**config.mk**
```make
export PLATFORM = sky130hd
export DESIGN_NAME = sctb_hist
export DESIGN_NICKNAME = d
export VERILOG_FILES = /design/src/rtl/sctb_pkg.sv /design/src/rtl/sctb_hist.sv
export SDC_FILE = /design/constraint.sdc
export NUM_CORES = 2
export LEC_CHECK = 0
export BUFFER_PORTS_ARGS = -buffer_cell sky130_fd_sc_hd__buf_2
export CAP_MARGIN = 15
export CORE_MARGIN = 2
export CORE_UTILIZATION = 55
export CTS_CLUSTER_DIAMETER = 50
export DETAILED_ROUTE_END_ITERATION = 8
export PLACE_DENSITY = 0.76
export SYNTH_ARGS = -nofsm -noshare
export SYNTH_HDL_FRONTEND = slang
export SYNTH_SLANG_ARGS = --single-unit
```
**constraint.sdc**
```tcl
create_clock -name clock -period 3.9 [get_ports clock]
set_clock_uncertainty 0.05 [all_clocks]
set_input_delay 0.585 -clock clock [delete_from_list [all_inputs] [get_ports clock]]
set_output_delay 0.585 -clock clock [all_outputs]
set_load 0.03 [all_outputs]
```
**src/rtl/sctb_pkg.sv**
```systemverilog
// Package with the shared types and constants of the code table builder.
`timescale 1ns / 1ps
package sctb_pkg;

   localparam int SYMBOL_BITS = 8;
   localparam int LEN_BITS    = 5;
   localparam int WORD_BITS   = 17;
   localparam int RANK_BITS   = 8;
   localparam int DIST_BITS   = 9;

   typedef enum logic [1:0] {
      OP_LOAD  = 2'd0,
      OP_BUILD = 2'd1,
      OP_READ  = 2'd2,
      OP_CLEAR = 2'd3
   } sctb_opcode_type;

   typedef enum logic [2:0] {
      ST_IDLE,
      ST_LD_WR,
      ST_RD_OUT,
      ST_B_FETCH,
      ST_B_CAPT,
      ST_B_SCAN,
      ST_B_DIV,
      ST_B_WAIT
   } sctb_state_type;

   typedef enum logic [1:0] {
      DV_IDLE,
      DV_LEN,
      DV_DIV
   } sctb_div_state_type;

   typedef struct packed {
      logic [LEN_BITS-1:0]  len;
      logic [WORD_BITS-1:0] word;
   } sctb_code_type;

   typedef struct packed {
      logic [SYMBOL_BITS-1:0] symbol;
      sctb_code_type          code;
   } sctb_entry_type;

endpackage

```
**src/rtl/sctb_hist.sv**
```systemverilog
// Histogram store: count memory with per-entry valid bits that let a clear empty every entry at once.
`timescale 1ns / 1ps
module sctb_hist
   import sctb_pkg::*;
#(
   parameter int ALPHABET_SIZE = 256,
   parameter int COUNT_BITS    = 16,
   localparam int SYM_W        = $clog2(ALPHABET_SIZE)
) (
   input  logic                  clock,
   input  logic                  reset,
   input  logic                  clear,
   input  logic [SYM_W-1:0]      rd_addr,
   output logic [COUNT_BITS-1:0] rd_data,
   input  logic                  wr_en,
   input  logic [SYM_W-1:0]      wr_addr,
   input  logic [COUNT_BITS-1:0] wr_data
);

   logic [COUNT_BITS-1:0]    mem [ALPHABET_SIZE];
   logic [ALPHABET_SIZE-1:0] valid_ff;
   logic [COUNT_BITS-1:0]    rd_mem_ff;
   logic                     rd_valid_ff;

   // Valid bits: an entry never written since reset or clear reads as zero.
   always_ff @(posedge clock) begin
      if (reset || clear) begin
         valid_ff <= '0;
      end else if (wr_en) begin
         valid_ff[wr_addr] <= 1'b1;
      end
   end

   // Count memory with a registered read port.
   always_ff @(posedge clock) begin
      if (wr_en) begin
         mem[wr_addr] <= wr_data;
      end
      rd_mem_ff   <= mem[rd_addr];
      rd_valid_ff <= valid_ff[rd_addr];
   end

   assign rd_data = rd_valid_ff ? rd_mem_ff : '0;

endmodule

```
==> impl_metrics.csv <==
group,metric,value,unit
placement,gp_routability_congestion,0.949,
floorplanning,fp.dieW,559,um
logic_synthesis,synth_fp_nets,8432,
clock_tree,cts_htree_levels,5,
power,irDropWorstVdd,0.485,mV
floorplanning,fp.dieArea,312000,um^2
floorplanning,initial_utilization,0.553,
sta,worstMarginPinSlew,1.32,ns
sta,shortest_clock_period_the_worst_path_allows_after_layout,3.72,ns
floorplanning,floorplan.core_area,306000,um^2
layout,num-nets-final,9193,
logic_synthesis,yosys.area.top_type,"edfxtp_1",
logic_synthesis,postSynthAreaPerCell,20.2,um^2
floorplanning,num_io_pins,52,
sta,finalSetupViolations,0,
worst_hold_path,min-delay-path-class,"input port to flop",
power,power.share.switching,0.218,
clock_tree,cts.path.max_buffers,4,
logic_synthesis,ys_warn_count,0,
placement,dp_hpwl,274,mm
critical_path,critPathMaxFanout,73,
power,power_per_cell_area,510,nW/um^2
sta,hold_fails_final_rpt,0,
power,seqPwrFrac,0.521,
grt,gr-usage-all-layers,0.293,
sta,ratio_of_final_minimum_period_to_clock_period,0.954,
layout,drive_above_1_share,0.260,
grt,grt_max_degree,141,
clock_tree,insertion_delay,1.01,ns
clock_tree,post_cts_buffers,0,
sta,layout_setup_ws,0.179,ns
grt,grt_antenna_before_repair,29,
detailed_routing,final_antenna_net_count,1,
outcome,status,"complete, but fails checks",
floorplanning,placementRows,203,
grt,sum_of_overflow_across_all_layers_after_global_routing,0,
worst_hold_path,worstHoldPathCells,1,
logic_synthesis,synth.area.top_cells,"edfxtp_1, mux4_2, mux2i_1",
detailed_routing,routed_via_density,6.64,
placement,dp_worst_setup_slack,-0.571,ns
critical_path,worst_setup_start_kind,"input port",
placement,place.port_buffers,51,
grt,via_count_of_the_first_global_routing_pass,90200,
clock_tree,cts_tree,"yes",
power,total_leakage_power,0.0630,uW
critical_path,critPathRequiredTime,4.78,ns
detailed_routing,routed_wirelength,458,mm
logic_synthesis,synth_edf_count,4096,
sta,fin_setup_tns,0,ns
logic_synthesis,postSynthRegisterBits,4369,
detailed_routing,routed-via-count,90600,
clock_tree,cts_resized,0,
detailed_routing,detail_route.first_pass.iterations,6,
logic_synthesis,dominantRegCellSynth,"edfxtp_1",
detailed_routing,drc,0,
clock_tree,cts_sinks,4369,
power,relative_contribution_of_combinational_cells_to_total_power,0.053,
logic_synthesis,synthDistinctLibCells,71,
logic_synthesis,mappedNetlistArea,169000,um^2
floorplanning,die_height,559,um
sta,slew_headroom,0.107,
power,power.clock.fraction,0.426,
critical_path,r2r.worst_path.cells,8,
outcome,failing_checks,"antenna rules",
grt,global_route_wire_length_before_repair,651,mm
layout,final-instance-count-excl-fill,13600,
sta,max_freq,269,MHz
run,max-cap-violations,0,
clock_tree,worst_setup_hold_path_clk_slew,0.06,ns
power,power.internal,77100,uW
logic_synthesis,share_of_the_synthesized_area_in_the_top_cell_type,0.727,
logic_synthesis,async_reset_ff_frac,0,
layout,flow.area_growth_from_synthesis,14.2,%
logic_synthesis,yosysMostFrequentCell,"edfxtp_1",
logic_synthesis,netlist_top_cells_count,"edfxtp_1, nor2_1, mux4_2",
power,switchingPower,21500,uW
clock_tree,cts_inserted_buffers,428,
logic_synthesis,synthCells,8396,
critical_path,critical_path_class,"input port to flop",
detailed_routing,drt-initial-drc-count,13800,
placement,place_inst,12800,
critical_path,critical_path.endpoint_type,"flop",
sta,maxSlewViolCount,0,
critical_path,timing.critical_path.arrival,4.60,ns
sta,grt_setup_unrepaired,"false",
detailed_routing,detail_route.wl_per_cell,33.6,um
clock_tree,cts.root.buffer_cell,"clkbuf_16",
logic_synthesis,yosysSeqAreaShare,0.759,
-- worst paths after layout --
check,start,endpoint,slack [ns]
worst max-delay path,rd_addr[0],rd_mem_ff[7]$_DFF_P_,0.18
worst min-delay path,wr_data[8],mem[7][8]$_DFFE_PP_,0.08
worst max register to register,mem[123][7]$_DFFE_PP_,rd_mem_ff[7]$_DFF_P_,0.54
worst min register to register,valid_ff[158]$_SDFFE_PP0P_,valid_ff[158]$_SDFFE_PP0P_,0.42
-- kinds of logic after synthesis --
family / Yosys count / synth area share
DFF: 4369 / 0.759
muxes: 1526 / 0.155
and+or+nand+nor: 1161 / 0.0295
buffers and inverters: 509 / 0.0215
AOI/OAI and AO/OA: 831 / 0.0354
-- state kept, by name (all words and copies together) (netlist names) --
register,cells
valid_ff,256
mem,4096
rd_mem_ff,16
rd_valid_ff,1
-- power groups by stage --
stage / clock network, uW / registers, uW / logic (uW)
final: 42000 / 51400 / 5200
after floorplan: 0 / 52400 / 2710
after detailed placement: 0 / 52400 / 5050
after global routing: 44000 / 51400 / 5350
after CTS: 42200 / 51400 / 5100
after global placement: 0 / 52400 / 4930
-- layout by cell type, fill, tap and decap left out, drive strengths merged, types with 172 or more instances in the layout --
master,count
dfxtp,273
buf,826
clkbuf,568
clkinv,172
mux4,852
edfxtp,4096
mux2i,651
o221ai,234
nor2,803
o22ai,200
-- through the flow --
stage	util	hold WS, ns	total power, uW	cell area, um^2
after floorplan	-	0.382	55100	169000
after global placement	0.584	0.392	57300	179000
after detailed placement	0.584	0.405	57500	179000
after CTS	0.631	0.0188	98800	193000
after global routing	0.631	0.0598	101000	193000
final	0.632	0.0842	98700	193000
-- worst max-delay path: stages --
cell and delay (ns):
buf_12 0.27, buf_4 0.36, buf_12 0.47, mux2i_1 0.15, o22ai_1 0.44, mux2i_1 0.32, a211oi_1 0.33, buf_4 0.18
nor4bb_1 1.03, and4b_1 0.31
-- layer usage --
layer	global-route usage	wire length [um]	share of wire	vias up
li1	-	-	-	36200
met1	0.391	160000	0.35	46700
met2	0.452	213000	0.47	6439
met3	0.0678	56600	0.12	1172
met4	0.156	27900	0.061	22
met5	0	153	0.00033	-
-- cell type report --
cell class | instances | area [um^2]
Sequential cell | 4369 | 128000
Fill cell | 19600 | 113000
Multi-Input combinational cell | 3518 | 37500
Clock buffer | 560 | 11600
Timing Repair Buffer | 836 | 7670
Tap cell | 4100 | 5130
Clock inverter | 241 | 2930
Antenna cell | 21 | 52.6
Inverter | 4 | 27.5
-- timing repair --
action	CTS	global route
hold buffers	2	0
endpoints found under the setup margin	0	0
endpoints found under the hold margin	56	0
No activity file was read; power rests on OpenSTA's default activity.
