## src/rtl/sctb_pkg.sv

```systemverilog
// Package with the shared types and constants of the code table builder.
`timescale 1ns / 1ps
package sctb_pkg;

   localparam int SYMBOL_BITS = 8;
   localparam int LEN_BITS    = 5;
   localparam int WORD_BITS   = 17;
   localparam int RANK_BITS   = 8;
   localparam int DIST_BITS   = 9;

   typedef enum logic [1:0] {
      OP_LOAD  = 2'd0,
      OP_BUILD = 2'd1,
      OP_READ  = 2'd2,
      OP_CLEAR = 2'd3
   } sctb_opcode_type;

   typedef enum logic [2:0] {
      ST_IDLE,
      ST_LD_WR,
      ST_RD_OUT,
      ST_B_FETCH,
      ST_B_CAPT,
      ST_B_SCAN,
      ST_B_DIV,
      ST_B_WAIT
   } sctb_state_type;

   typedef enum logic [1:0] {
      DV_IDLE,
      DV_LEN,
      DV_DIV
   } sctb_div_state_type;

   typedef struct packed {
      logic [LEN_BITS-1:0]  len;
      logic [WORD_BITS-1:0] word;
   } sctb_code_type;

   typedef struct packed {
      logic [SYMBOL_BITS-1:0] symbol;
      sctb_code_type          code;
   } sctb_entry_type;

endpackage

```

## src/rtl/sctb_div.sv

```systemverilog
// Shared shift and compare unit: finds the code length, then long-divides the code.
`timescale 1ns / 1ps
module sctb_div
   import sctb_pkg::*;
#(
   parameter int COUNT_BITS = 16,
   localparam int LCW       = $clog2(COUNT_BITS + 2)
) (
   input  logic                  clock,
   input  logic                  reset,
   input  logic                  start,
   input  logic                  kind,
   input  logic [COUNT_BITS-1:0] freq,
   input  logic [COUNT_BITS-1:0] cum,
   input  logic [COUNT_BITS-1:0] total,
   output logic                  done,
   output sctb_code_type         code
);

   sctb_div_state_type    state_ff, state_in;
   logic [COUNT_BITS:0]   fs_ff, fs_in;
   logic [LCW-1:0]        len_ff, len_in;
   logic [LCW-1:0]        bits_ff, bits_in;
   logic [LCW-1:0]        step_ff, step_in;
   logic [COUNT_BITS+1:0] rem_ff, rem_in;
   logic [COUNT_BITS:0]   den_ff, den_in;
   logic [WORD_BITS-1:0]  quo_ff, quo_in;
   logic                  done_ff, done_in;
   logic [COUNT_BITS+1:0] rem_sh;

   always_ff @(posedge clock) begin
      if (reset) begin
         state_ff <= DV_IDLE;
         done_ff  <= 1'b0;
      end else begin
         state_ff <= state_in;
         done_ff  <= done_in;
      end
   end

   always_ff @(posedge clock) begin
      fs_ff   <= fs_in;
      len_ff  <= len_in;
      bits_ff <= bits_in;
      step_ff <= step_in;
      rem_ff  <= rem_in;
      den_ff  <= den_in;
      quo_ff  <= quo_in;
   end

   assign rem_sh = {rem_ff[COUNT_BITS:0], 1'b0};

   // Length search doubles the count until it reaches the total; division
   // then produces one quotient bit per cycle.
   always_comb begin
      state_in = state_ff;
      fs_in    = fs_ff;
      len_in   = len_ff;
      bits_in  = bits_ff;
      step_in  = step_ff;
      rem_in   = rem_ff;
      den_in   = den_ff;
      quo_in   = quo_ff;
      done_in  = 1'b0;
      unique case (state_ff)
         DV_IDLE: begin
            if (start) begin
               fs_in    = {1'b0, freq};
               len_in   = '0;
               state_in = DV_LEN;
            end
         end
         DV_LEN: begin
            if (fs_ff < {1'b0, total}) begin
               fs_in  = {fs_ff[COUNT_BITS-1:0], 1'b0};
               len_in = len_ff + LCW'(1);
            end else begin
               bits_in = len_ff + LCW'(kind);
               step_in = '0;
               quo_in  = '0;
               if (kind) begin
                  rem_in = {1'b0, cum, 1'b0} + {2'b00, freq};
                  den_in = {total, 1'b0};
               end else begin
                  rem_in = {2'b00, cum};
                  den_in = {1'b0, total};
               end
               state_in = DV_DIV;
            end
         end
         DV_DIV: begin
            if (step_ff == bits_ff) begin
               done_in  = 1'b1;
               state_in = DV_IDLE;
            end else begin
               step_in = step_ff + LCW'(1);
               if (rem_sh >= {1'b0, den_ff}) begin
                  rem_in = rem_sh - {1'b0, den_ff};
                  quo_in = {quo_ff[WORD_BITS-2:0], 1'b1};
               end else begin
                  rem_in = rem_sh;
                  quo_in = {quo_ff[WORD_BITS-2:0], 1'b0};
               end
            end
         end
         default: state_in = DV_IDLE;
      endcase
   end

   assign done      = done_ff;
   assign code.word = quo_ff;
   assign code.len  = LEN_BITS'(bits_ff);

endmodule

```

## config.mk

```make
export PLATFORM = sky130hd
export DESIGN_NAME = sctb_div
export DESIGN_NICKNAME = d
export VERILOG_FILES = /design/src/rtl/sctb_pkg.sv /design/src/rtl/sctb_div.sv
export SDC_FILE = /design/constraint.sdc
export NUM_CORES = 1
export LEC_CHECK = 0
export CORE_ASPECT_RATIO = 1.1
export CORE_MARGIN = 2
export CORE_UTILIZATION = 60
export DETAILED_ROUTE_END_ITERATION = 8
export DONT_BUFFER_PORTS = 1
export PLACE_DENSITY = 0.74
export SYNTH_ARGS = -nofsm -noshare
export SYNTH_HDL_FRONTEND = slang
export SYNTH_SLANG_ARGS = --single-unit
```

## constraint.sdc

```tcl
create_clock -name clock -period 5.24 [get_ports clock]
set_clock_uncertainty 0.15 [all_clocks]
set_input_delay 0 -clock clock [delete_from_list [all_inputs] [get_ports clock]]
set_output_delay 0 -clock clock [all_outputs]
set_load 0.01 [all_outputs]
```

==> metrics.txt <==
status=complete, no violations; row count=37; area growth from synthesis to layout=17.22%; Hold Path End=rem_ff[12]$_DFFE_PP_; Tmin final=3.616 ns; layout net count=between 700 and 800; antenna-violating nets left=0; initial antenna violation count=0; end of the worst register-to-register path=rem_ff[15]$_DFFE_PP_; required time of the critical path=between 5 and 6 ns; gpl congestion=between 0.9 and 1; leading cell type in the layout, fill and taps excluded=edfxtp_1; RSZ-0062 raised after global routing=no; initial DRC count=about 420; buffer count from post-CTS setup fixing=0; H-tree levels=3; Post-Syn Nets=between 700 and 800; layout cells sized above 1=about 5.9%; largest net degree at the start of global routing=44; reg2reg path depth=9; global-route met2 utilization=around 48%; Multi-input gate area=~3000 sq um; synthesized flop and latch total=86; worst rel slew slack=21.79%; Most Used Layer, Global Route=met2; Bufs on Longest Clock Path=2; worst skew pair latency=0.38 ns; post-synthesis cell type count=60; CTS root buf=clkbuf_8; Core Footprint=roughly 9400 sq um; Die Height=about 110 um; Initial Util=62.48%; Most used DFF post-synth=edfxtp_1; Final setup viols=0; design area=6917 sq um; register area=2552 sq um; hpwl dp=9.788 mm; Critical R2R Launch=rem_ff[1]$_DFFE_PP_; via count=~5,000; first-pass GRT wire length=24.09 mm; Hold Violations, Final=0; crit-path max FO=22; # clock sinks=86; Fin Setup TNS=0 ns; worst hold path class=in -> reg; max-cap viol count=0; Mapped Cells=608; met1 GRT Util=between 30% and 40%; warnings from Yosys=0; gr usage total=roughly 29%; post-CTS resize count=0; Worst EP arrival=about 3.6 ns; # diodes=0; Fmax=around 280 MHz; gr ovfl total=0; worst slew pin tran=between 1 and 1.5 ns; Cell Pwr Density=302.4 nW/um^2; CTS tree=built; Remaining DRCs=0; total CTS buffers=9; Hold Path Stages=4; Design Power=approximately 2100 uW; Port-buffer cells=0; met3 Use GR=6.076%; CP Launch Type=flip-flop; DP Area=around 6000 sq um; commonest non-fill, non-tap cells in the layout=edfxtp_1 (83), nand2_1 (80), dlygate4sd3_1 (73); Fillers=651; Ports=75; WL/cell=roughly 19 um; routed wire length=14.84 mm; Hold Buf Count CTS=between 70 and 80; vias in the first global route=4,963; beginning of the worst hold path=cum[11]; syn avg cell area=between 9 and 10 sq um; clk slew on worst S/H paths=about 0.090 ns; crit path capture type=flip-flop; max-slew violations=0; Lkg Pwr=~0.0028 uW; number of flops mapped to enable cells by yosys=between 80 and 90; Max rail drop VDD=about 0.00020 V; die area=10,640 sq um; via-per-instance ratio=around 6.2; sequential fraction of the synthesis area=a little over two fifths; floorplan die width=98.56 um; DR pass1 iterations=5; R2R setup slack=about 1.6 ns; Cell Area, Synth=5901 sq um; Async SR Flop Fraction=0%; CP Class=reg -> reg; final period utilization=69.00%
## sequential cells by signal (all words and copies together), names as in the netlist
name and count:
bits_ff 5, den_ff 17, done 1, fs_ff 17, len_ff 5, quo_ff 17
rem_ff 17, state_ff 2, step_ff 5
## worst max-delay path by stage
stage,from,slack (ns),depth (start not counted),endpoint
floorplan,fs_ff[10]$_DFFE_PP_,1.50,8,quo_ff[0]$_SDFFCE_PN0P_
global placement,rem_ff[1]$_DFFE_PP_,1.80,9,rem_ff[15]$_DFFE_PP_
detailed placement,rem_ff[1]$_DFFE_PP_,1.65,9,rem_ff[15]$_DFFE_PP_
CTS,rem_ff[1]$_DFFE_PP_,1.63,9,rem_ff[15]$_DFFE_PP_
global route,rem_ff[10]$_DFFE_PP_,1.37,9,rem_ff[0]$_DFFE_PP_
finish,rem_ff[1]$_DFFE_PP_,1.62,9,rem_ff[15]$_DFFE_PP_
## synthesized netlist by cell type, types with 4 or more instances
cell type / n / area (sq um)
a21oi_1: 50 / 250.2
buf_4: 4 / 30.03
nor3_1: 9 / 45.04
or2_2: 4 / 25.02
a31oi_1: 4 / 25.02
o22ai_1: 4 / 25.02
clkbuf_1: 14 / 52.55
o21ai_0: 31 / 155.2
a21o_1: 12 / 90.09
o21ai_1: 5 / 25.02
nand3_1: 16 / 80.08
a211oi_1: 16 / 120.1
ha_1: 51 / 638.1
xor2_1: 13 / 113.9
and2_1: 23 / 143.9
edfxtp_1: 83 / 2492
nand2b_1: 9 / 56.30
nor2_1: 36 / 135.1
mux2i_1: 7 / 70.07
xnor2_1: 22 / 192.7
nand2_1: 80 / 300.3
inv_1: 45 / 168.9
nor2b_1: 10 / 62.56
## metrics by stage
| stage | std cells | setup WS [ns] | util (%) | hold slack (ns) |
|---|---|---|---|---|
| 2_1_floorplan | 608 | 1.496 | - | -0.07839 |
| 3_3_place_gp | 705 | 1.796 | 63.13 | -0.07720 |
| 3_5_place_dp | 705 | 1.651 | 63.13 | -0.07535 |
| 4_1_cts | 795 | 1.629 | 73.24 | 0.01243 |
| 5_1_grt | 795 | 1.367 | 73.24 | 0.06605 |
| 6_report | 795 | 1.624 | 73.24 | 0.02225 |
## cell families (layout without fill, tap and decap cells)
| group | Yosys count | after routing | share of synthesized area, % |
|---|---|---|---|
| AO/OA/AOI/OAI | 155 | 155 | 17.26 |
| XOR/XNOR | 35 | 35 | 5.195 |
| adder cells (fa/ha/maj) | 53 | 53 | 11.49 |
| buffers and inverters | 69 | 139 | 5.068 |
| flip-flops | 86 | 86 | 43.26 |
| multiplexers | 7 | 7 | 1.187 |
| AND/OR/NAND/NOR | 203 | 203 | 16.54 |
## critical path, stage by stage, from the launching register on
cell and delay, ns:
edfxtp_1 0.40, ha_1 0.36, nor2b_4 0.16, o31a_1 0.30, o2111ai_2 0.24, a31oi_2 0.16
a31oi_2 0.94, inv_2 0.28, a211oi_2 0.30, nor3_2 0.08
## routing by layer
metal	wire (um)	vias to the layer above
li1	-	2312
met1	6044	2344
met2	7168	213
met3	1068	50
met4	561	0
met5	0	-
## where the power goes
part           switching [uW]  internal (uW)  total [uW]
Combinational             384            281         665
Clock                     265            227         491
Sequential               62.3            872         935
Total                     711           1380        2090
## area by class of cell
cell class / instances / area share (%)
Clock buffer: 9 / 1.791
Clock inverter: 7 / 1.158
Inverter: 46 / 2.496
Multi-Input combinational cell: 453 / 44.36
Sequential cell: 86 / 36.90
Tap cell: 117 / 2.116
Timing Repair Buffer: 77 / 11.18
No activity file was read; power rests on OpenSTA's default activity.
